--- config.mk ---
export PLATFORM = sky130hd
export DESIGN_NAME = pbp_perceptron
export DESIGN_NICKNAME = d
export VERILOG_FILES = /design/src/perceptron_branch_predictor_assert.svh /design/src/pbp_pkg.sv /design/src/pbp_perceptron.sv
export SDC_FILE = /design/constraint.sdc
export NUM_CORES = 1
export LEC_CHECK = 0
export ABC_CLOCK_PERIOD_IN_PS = 14000
export BUFFER_PORTS_ARGS = -buffer_cell sky130_fd_sc_hd__buf_2
export CAP_MARGIN = 25
export CORE_MARGIN = 2
export CORE_UTILIZATION = 52
export DETAILED_ROUTE_END_ITERATION = 8
export PLACE_DENSITY = 0.78
export SLEW_MARGIN = 25
export SYNTH_ARGS = -nofsm -noshare
export SYNTH_HDL_FRONTEND = slang
export SYNTH_SLANG_ARGS = --single-unit
--- constraint.sdc ---
create_clock -name vclk -period 14
set_input_delay 0 -clock vclk [all_inputs]
set_output_delay 0 -clock vclk [all_outputs]
set_load 0.005 [all_outputs]
--- src/perceptron_branch_predictor_assert.svh ---
// Assertion macros for the perceptron branch predictor.
// Used by the modules that carry concurrent checks; expects i_clk and i_rst_n.
`ifndef PERCEPTRON_BRANCH_PREDICTOR_ASSERT_SVH
`define PERCEPTRON_BRANCH_PREDICTOR_ASSERT_SVH

// Same-cycle implication, disabled while in reset
`define PBP_ASSERT_IMP(lbl, ante, cons, msg) \
    lbl: assert property (@(posedge i_clk) disable iff (!i_rst_n) (ante) |-> (cons)) \
        else $error(msg);

// Next-cycle implication, disabled while in reset
`define PBP_ASSERT_NEXT(lbl, ante, cons, msg) \
    lbl: assert property (@(posedge i_clk) disable iff (!i_rst_n) (ante) |=> (cons)) \
        else $error(msg);

`endif

--- src/pbp_pkg.sv ---
// Shared types and constants of the perceptron branch predictor.
// No dependencies; used by every module of the block.
`default_nettype none

package pbp_pkg;

    // Table geometry
    localparam int NUM_ENTRIES = 256;
    localparam int IDX_W       = $clog2(NUM_ENTRIES);
    localparam int HIST_LEN    = 16;
    localparam int ROW_LEN     = HIST_LEN + 1;
    localparam int PC_IDX_LSB  = 2;

    // Perceptron output range
    localparam int SUM_W   = 13;
    localparam int SUM_MAX = 4095;
    localparam int SUM_MIN = -4096;

    // Training threshold register
    localparam int THR_W     = 10;
    localparam int THR_RESET = 45;

    // Weight value after reset, clamped to the weight range where used
    localparam int INIT_WEIGHT = 0;

    typedef enum logic [1:0] {
        MODE_LOOKUP  = 2'd0,
        MODE_HIST    = 2'd1,
        MODE_TRAIN   = 2'd2,
        MODE_RESTORE = 2'd3
    } t_mode;

    // Weight memory port request
    typedef struct packed {
        logic             en;
        logic [IDX_W-1:0] addr;
    } t_mem_req;

endpackage

`default_nettype wire

--- src/pbp_perceptron.sv ---
// Perceptron arithmetic: history-signed dot product with saturation, and the
// +/-1 saturating training update of one weight row. Uses pbp_pkg.
`default_nettype none

module pbp_perceptron #(
    parameter int WEIGHT_BITS = 8
) (
    input  wire [pbp_pkg::ROW_LEN*WEIGHT_BITS-1:0]   i_row,
    input  wire [pbp_pkg::HIST_LEN-1:0]              i_hist,
    input  wire [pbp_pkg::HIST_LEN-1:0]              i_train_hist,
    input  wire                                      i_taken,
    output logic signed [pbp_pkg::SUM_W-1:0]         o_sum,
    output logic [pbp_pkg::ROW_LEN*WEIGHT_BITS-1:0]  o_row_trained
);

    localparam int WB = WEIGHT_BITS;
    localparam int HL = pbp_pkg::HIST_LEN;
    // Seventeen terms need five extra bits; keep at least the output width
    localparam int SW = (WB + 5 > pbp_pkg::SUM_W + 1) ? WB + 5 : pbp_pkg::SUM_W + 1;
    localparam logic signed [SW-1:0] SMAX = SW'(pbp_pkg::SUM_MAX);
    localparam logic signed [SW-1:0] SMIN = SW'(pbp_pkg::SUM_MIN);
    localparam logic [WB-1:0] W_MAX_U = {1'b0, {(WB - 1){1'b1}}};
    localparam logic [WB-1:0] W_MIN_U = {1'b1, {(WB - 1){1'b0}}};

    logic signed [SW-1:0] term [HL];
    logic signed [SW-1:0] lvl1 [HL/2];
    logic signed [SW-1:0] lvl2 [HL/4];
    logic signed [SW-1:0] lvl3 [HL/8];
    logic signed [SW-1:0] total;

    // One step toward the saturation bound
    function automatic logic [WB-1:0] sat_step(input logic [WB-1:0] w, input logic up);
        logic [WB-1:0] res;
        if (up) begin
            res = (w == W_MAX_U) ? w : w + WB'(1);
        end else begin
            res = (w == W_MIN_U) ? w : w - WB'(1);
        end
        return res;
    endfunction

    // History-signed terms
    always_comb begin
        for (int k = 0; k < HL; k++) begin
            term[k] = i_hist[k] ? SW'(signed'(i_row[(k + 1) * WB +: WB]))
                                : -SW'(signed'(i_row[(k + 1) * WB +: WB]));
        end
    end

    // Balanced adder tree over the sixteen terms, bias added last
    always_comb begin
        for (int j = 0; j < HL / 2; j++) begin
            lvl1[j] = term[2 * j] + term[2 * j + 1];
        end
        for (int j = 0; j < HL / 4; j++) begin
            lvl2[j] = lvl1[2 * j] + lvl1[2 * j + 1];
        end
        for (int j = 0; j < HL / 8; j++) begin
            lvl3[j] = lvl2[2 * j] + lvl2[2 * j + 1];
        end
        total = SW'(signed'(i_row[WB-1:0])) + lvl3[0] + lvl3[1];
    end

    // Clamp to the output range
    always_comb begin
        if (total > SMAX) begin
            o_sum = pbp_pkg::SUM_W'(pbp_pkg::SUM_MAX);
        end else if (total < SMIN) begin
            o_sum = pbp_pkg::SUM_W'(pbp_pkg::SUM_MIN);
        end else begin
            o_sum = total[pbp_pkg::SUM_W-1:0];
        end
    end

    // Training: bias follows the outcome, each weight agrees or disagrees with its bit
    always_comb begin
        o_row_trained[WB-1:0] = sat_step(i_row[WB-1:0], i_taken);
        for (int k = 0; k < HL; k++) begin
            o_row_trained[(k + 1) * WB +: WB] =
                sat_step(i_row[(k + 1) * WB +: WB], i_taken == i_train_hist[k]);
        end
    end

endmodule

`default_nettype wire

After elaboration in Yosys (flattened, before gate mapping)
Cells that the tools add are included.
Cells by class
  $add $sub $neg: 66
  order comparisons: 2
  eq/ne operators: 50
  mux-type cells: 69
Operator list (count)
  2-to-1 mux 8 bit: 51
  2-to-1 mux 14 bit: 16
  negation 8 -> 14 bit: 16
  adder 14 bit: 15
  adder 8 x 1 -> 8 bit (second input constant): 17
  equality test 8 x 7 -> 1 bit (second input constant): 17
  equality test 8 bit (second input constant): 17
  subtractor 8 x 1 -> 8 bit (second input constant): 17
  2-to-1 mux 13 bit: 2
  equality test 1 bit: 16
  adder 8 x 14 -> 14 bit: 1
  greater-than comparator 14 x 13 -> 1 bit (second input constant): 1
  < comparator 14 x 13 -> 1 bit (second input constant): 1
Word-level totals
  bits in registers: 0
  logic and storage cells: 187

Depth between registers and ports, before layout
  depth in word-level cells: 10
  depth in mapped cells: 27

Worst setup path after synthesis
Ideal clock, no wire load.
  path type: input -> output
  from: input i_row[114] (netlist bit)
  to: output o_sum[3] (netlist bit)
  arrival: 6.424 ns
  data required time: 14.000 ns
  setup slack: 7.576 ns
  stages: 22
  path buffers: 2
  path through: clkbuf_1 or3_1 or3_1 nor2b_1 xor2_1 fa_1 fa_1 fa_1 fa_1 fa_1 inv_1 fa_1 inv_1 ha_1 a21oi_1 o21ai_0 o41ai_1 o21ai_0 a21oi_1 xnor2_1 clkbuf_1 maj3_2
Between the ends
  longest elaborated chain between the ends: 9
  elaborated cells on any way between the ends: 10
  classes of those cells: 5 x add/sub; 2 x order compare; 3 x mux
RTL lines
  from (decl): RTL line pbp_perceptron.sv:8  | input wire [pbp_pkg::ROW_LEN*WEIGHT_BITS-1:0] i_row,
  negation 8 -> 14 bit: RTL line pbp_perceptron.sv:46  | : -SW'(signed'(i_row[(k + 1) * WB +: WB]));
  2-to-1 mux 14 bit *: RTL line pbp_perceptron.sv:45  | term[k] = i_hist[k] ? SW'(signed'(i_row[(k + 1) * WB +: WB]))
  adder 14 bit *: RTL line pbp_perceptron.sv:53  | lvl1[j] = term[2 * j] + term[2 * j + 1];
  adder 14 bit *: RTL line pbp_perceptron.sv:56  | lvl2[j] = lvl1[2 * j] + lvl1[2 * j + 1];
  adder 14 bit *: RTL line pbp_perceptron.sv:59  | lvl3[j] = lvl2[2 * j] + lvl2[2 * j + 1];
  adder 14 bit *: RTL line pbp_perceptron.sv:61  | total = SW'(signed'(i_row[WB-1:0])) + lvl3[0] + lvl3[1];
  < comparator 14 x 13 -> 1 bit: RTL line pbp_perceptron.sv:68  | end else if (total < SMIN) begin
  2-to-1 mux 13 bit: RTL line pbp_perceptron.sv:68
  2-to-1 mux 13 bit *: RTL line pbp_perceptron.sv:66  | if (total > SMAX) begin
  to (decl): RTL line pbp_perceptron.sv:12  | output logic signed [pbp_pkg::SUM_W-1:0] o_sum,
Every way passes the cells marked *; elsewhere a longest branch is shown, timed or not.

Final worst setup path
  from: input i_row[64] (netlist bit)
  to: output o_sum[3] (netlist bit)
Between the ends
  longest elaborated chain between the ends: 10
  elaborated cells on any way between the ends: 11
  classes of those cells: 6 x add/sub; 2 x order compare; 3 x mux
RTL lines (RTL line)
  negation 8 -> 14 bit: pbp_perceptron.sv:46
  2-to-1 mux 14 bit *: pbp_perceptron.sv:45
  adder 14 bit *: pbp_perceptron.sv:53
  adder 14 bit *: pbp_perceptron.sv:56
  adder 14 bit *: pbp_perceptron.sv:59
  adder 8 x 14 -> 14 bit *: pbp_perceptron.sv:61
  adder 14 bit *: pbp_perceptron.sv:61
  < comparator 14 x 13 -> 1 bit: pbp_perceptron.sv:68
  2-to-1 mux 13 bit: pbp_perceptron.sv:68
  2-to-1 mux 13 bit *: pbp_perceptron.sv:66
Marked as above.

==> summary.txt <==
Global routing
  • Vias in the first global route: around 13000
  • First-pass GRT wire length: ~64000 µm
  • GRT Residual Overflow: 0
  • Largest net degree at the start of global routing: 46
  • GRT Overall Usage: 0.293
  • Initial antenna violation count: 2

Synth
  • Cell Area, Synth: between 0.01 and 0.015 mm²
  • Cells after Synth: 1838
  • Net Count, Synth: roughly 2200
  • Distinct cell type count after synthesis: 70
  • Post-synth top area cell: fa_1
  • Synth warn: 0
  • Ranking of synthesized cells by area: fa_1 (27%), xnor2_1 (7.1%), inv_1 (6.0%), nor2_1 (5.4%), xor2_1 (5.2%)
  • Register area share after synthesis: 0
  • Synthesized area per cell: around 7.3 µm²
  • Synth top area share: 0.272

Timing
  • Pins Over Slew Limit: 0
  • Hold Fails Final Rpt: 0
  • Setup WS post-layout: approximately 6.6 ns
  • Min Tclk post-route: 7.35 ns
  • Final Cycle Share: 0.525
  • Final Setup Violations: 0
  • RSZ-0062 raised after global routing: no
  • Hold_ws: between 0.3 and 0.4 ns
  • Worst-Margin Slew: between 0.9 and 1 ns
  • Setup TNS: 0 ns
  • Max_slew headroom: 0.389
  • Highest clock rate: around 140 MHz

Job
  • Max-capacitance violation count: 0

Place
  • PortBufs: 318
  • Placed Cells: approximately 2400
  • Detailed placement HPWL: about 35000 µm
  • GPL Wtd Cong: 0.937
  • Post-Place Worst Slack: roughly 6.7 ns

Critical path
  • Critical Path Start Type: primary input
  • WP data arrival: 7.35 ns
  • Required time of the critical path: between 10 and 15 ns
  • Worst Path Max Fanout: 13
  • Critical Path Sink Type: output pin
  • Critical path class: primary input to output pin

Final layout
  • Layout cell share with drive strength beyond 1: 0.185
  • Area growth, synth to finish: 11.9%
  • Layout clock buffer count: 0
  • Fin nets: 2463
  • Final instance count without filler cells: approximately 2400
  • Num sequential: 0
  • Register area: 0 µm²

Clock network
  • Postcts setup bufs: 0
  • Post-CTS sizing: 0
  • Post-CTS Hold Fix Bufs: 0

Detailed routing
  • Routed Antenna Nets: 0
  • Initial DRT Pass Iterations: 5
  • DRC viols: 0
  • Drt first-iter violations: around 1300
  • Vias per cell: ~5.8
  • Routed WL: ~40000 µm
  • Avg WL per Cell: roughly 17 µm
  • Via count: ~14000

Floorplanning
  • Num rows: 58
  • Core ar.: between 0.02 and 0.03 mm²
  • Die Footprint: 0.0272 mm²
  • Die width: 165 µm
  • Starting density of the core: 0.532
  • Die height: about 160 µm
  • Ports: around 320

Status
  • Status: completed

Min path
  • Worst hold path class: primary input to output pin
==> stage by stage <==
step / instance area, µm² / utilization
floorplan: 13500 / -
global placement: 15100 / 0.595
detailed placement: 15100 / 0.595
CTS: 15100 / 0.595
global route: 15100 / 0.595
finish: 15100 / 0.595
==> routing by layer <==
metal  vias up  GRT usage  part of all wire
met1      6523      0.413              0.43
met2       665      0.475              0.46
met3        56     0.0419             0.084
met4         0     0.0668             0.026
li1       6630          -                 -
met5         -          0                 0
==> cell usage in the layout (no fill, tap or decap), drive strengths merged, types with 17 or more instances in the layout <==
cell type	netlist	layout
nand2	151	151
inv	216	216
a211oi	23	23
nand2b	19	19
and3	28	28
ha	55	55
a221oi	23	23
nor3	58	58
or3	22	22
a21oi	133	133
xor2	81	81
o21ai	125	125
buf	17	319
nor2	193	193
fa	183	183
mux2i	17	17
xnor2	112	112
nand3	52	52
==> worst max-delay path, cell delays in order <==
cell,delay [ns]
buf_2,0.14
inv_1,0.10
ha_1,0.20
nor3b_1,0.41
nor3b_1,0.34
nor2b_1,0.34
o21ai_0,0.20
fa_1,0.55
inv_1,0.06
fa_1,0.49
fa_1,0.51
inv_1,0.05
fa_1,0.47
fa_1,0.55
inv_1,0.05
fa_1,0.52
inv_1,0.04
ha_1,0.32
o21ai_0,0.12
o311ai_0,0.53
a21o_1,0.20
a21oi_1,0.09
xnor2_2,0.57
maj3_2,0.36
buf_2,0.11
==> logic make-up (layout without fill, tap and decap cells) <==
| logic type | after synthesis | in the layout | share of synthesized area |
|---|---|---|---|
| compound gates | 425 | 425 | 0.195 |
| xor+xnor | 195 | 195 | 0.131 |
| other cells | 0 | 2 | 0 |
| fa+ha+maj | 250 | 250 | 0.332 |
| buf+inv | 319 | 535 | 0.0918 |
| simple gates | 620 | 620 | 0.228 |
| mux | 29 | 29 | 0.0227 |
==> synth_stat cells (all sizes together) (28+ instances only) <==
cell	n
o21ai	125
ha	55
clkbuf	86
fa	183
xor2	81
nand2	151
a21oi	133
inv	216
xnor2	112
and3	28
nand3	52
nor3	58
nor2	193
==> area by class of cell <==
class | count | area (µm²)
tap | 330 | 413
multi-input combinational | 1519 | 12200
inverter | 216 | 811
fill | 2393 | 10300
timing repair buffer | 319 | 1600
antenna | 2 | 5.00
==> final timing paths <==
check	start	to	slack [ns]	cells after the start
max	i_row[64]	o_sum[3]	6.65	25
min	i_row[90]	o_row_trained[90]	0.34	3
Power is left out: the tool's default activity adds up to more than one toggle a clock period on the data nets, which glitch-free logic cannot reach.
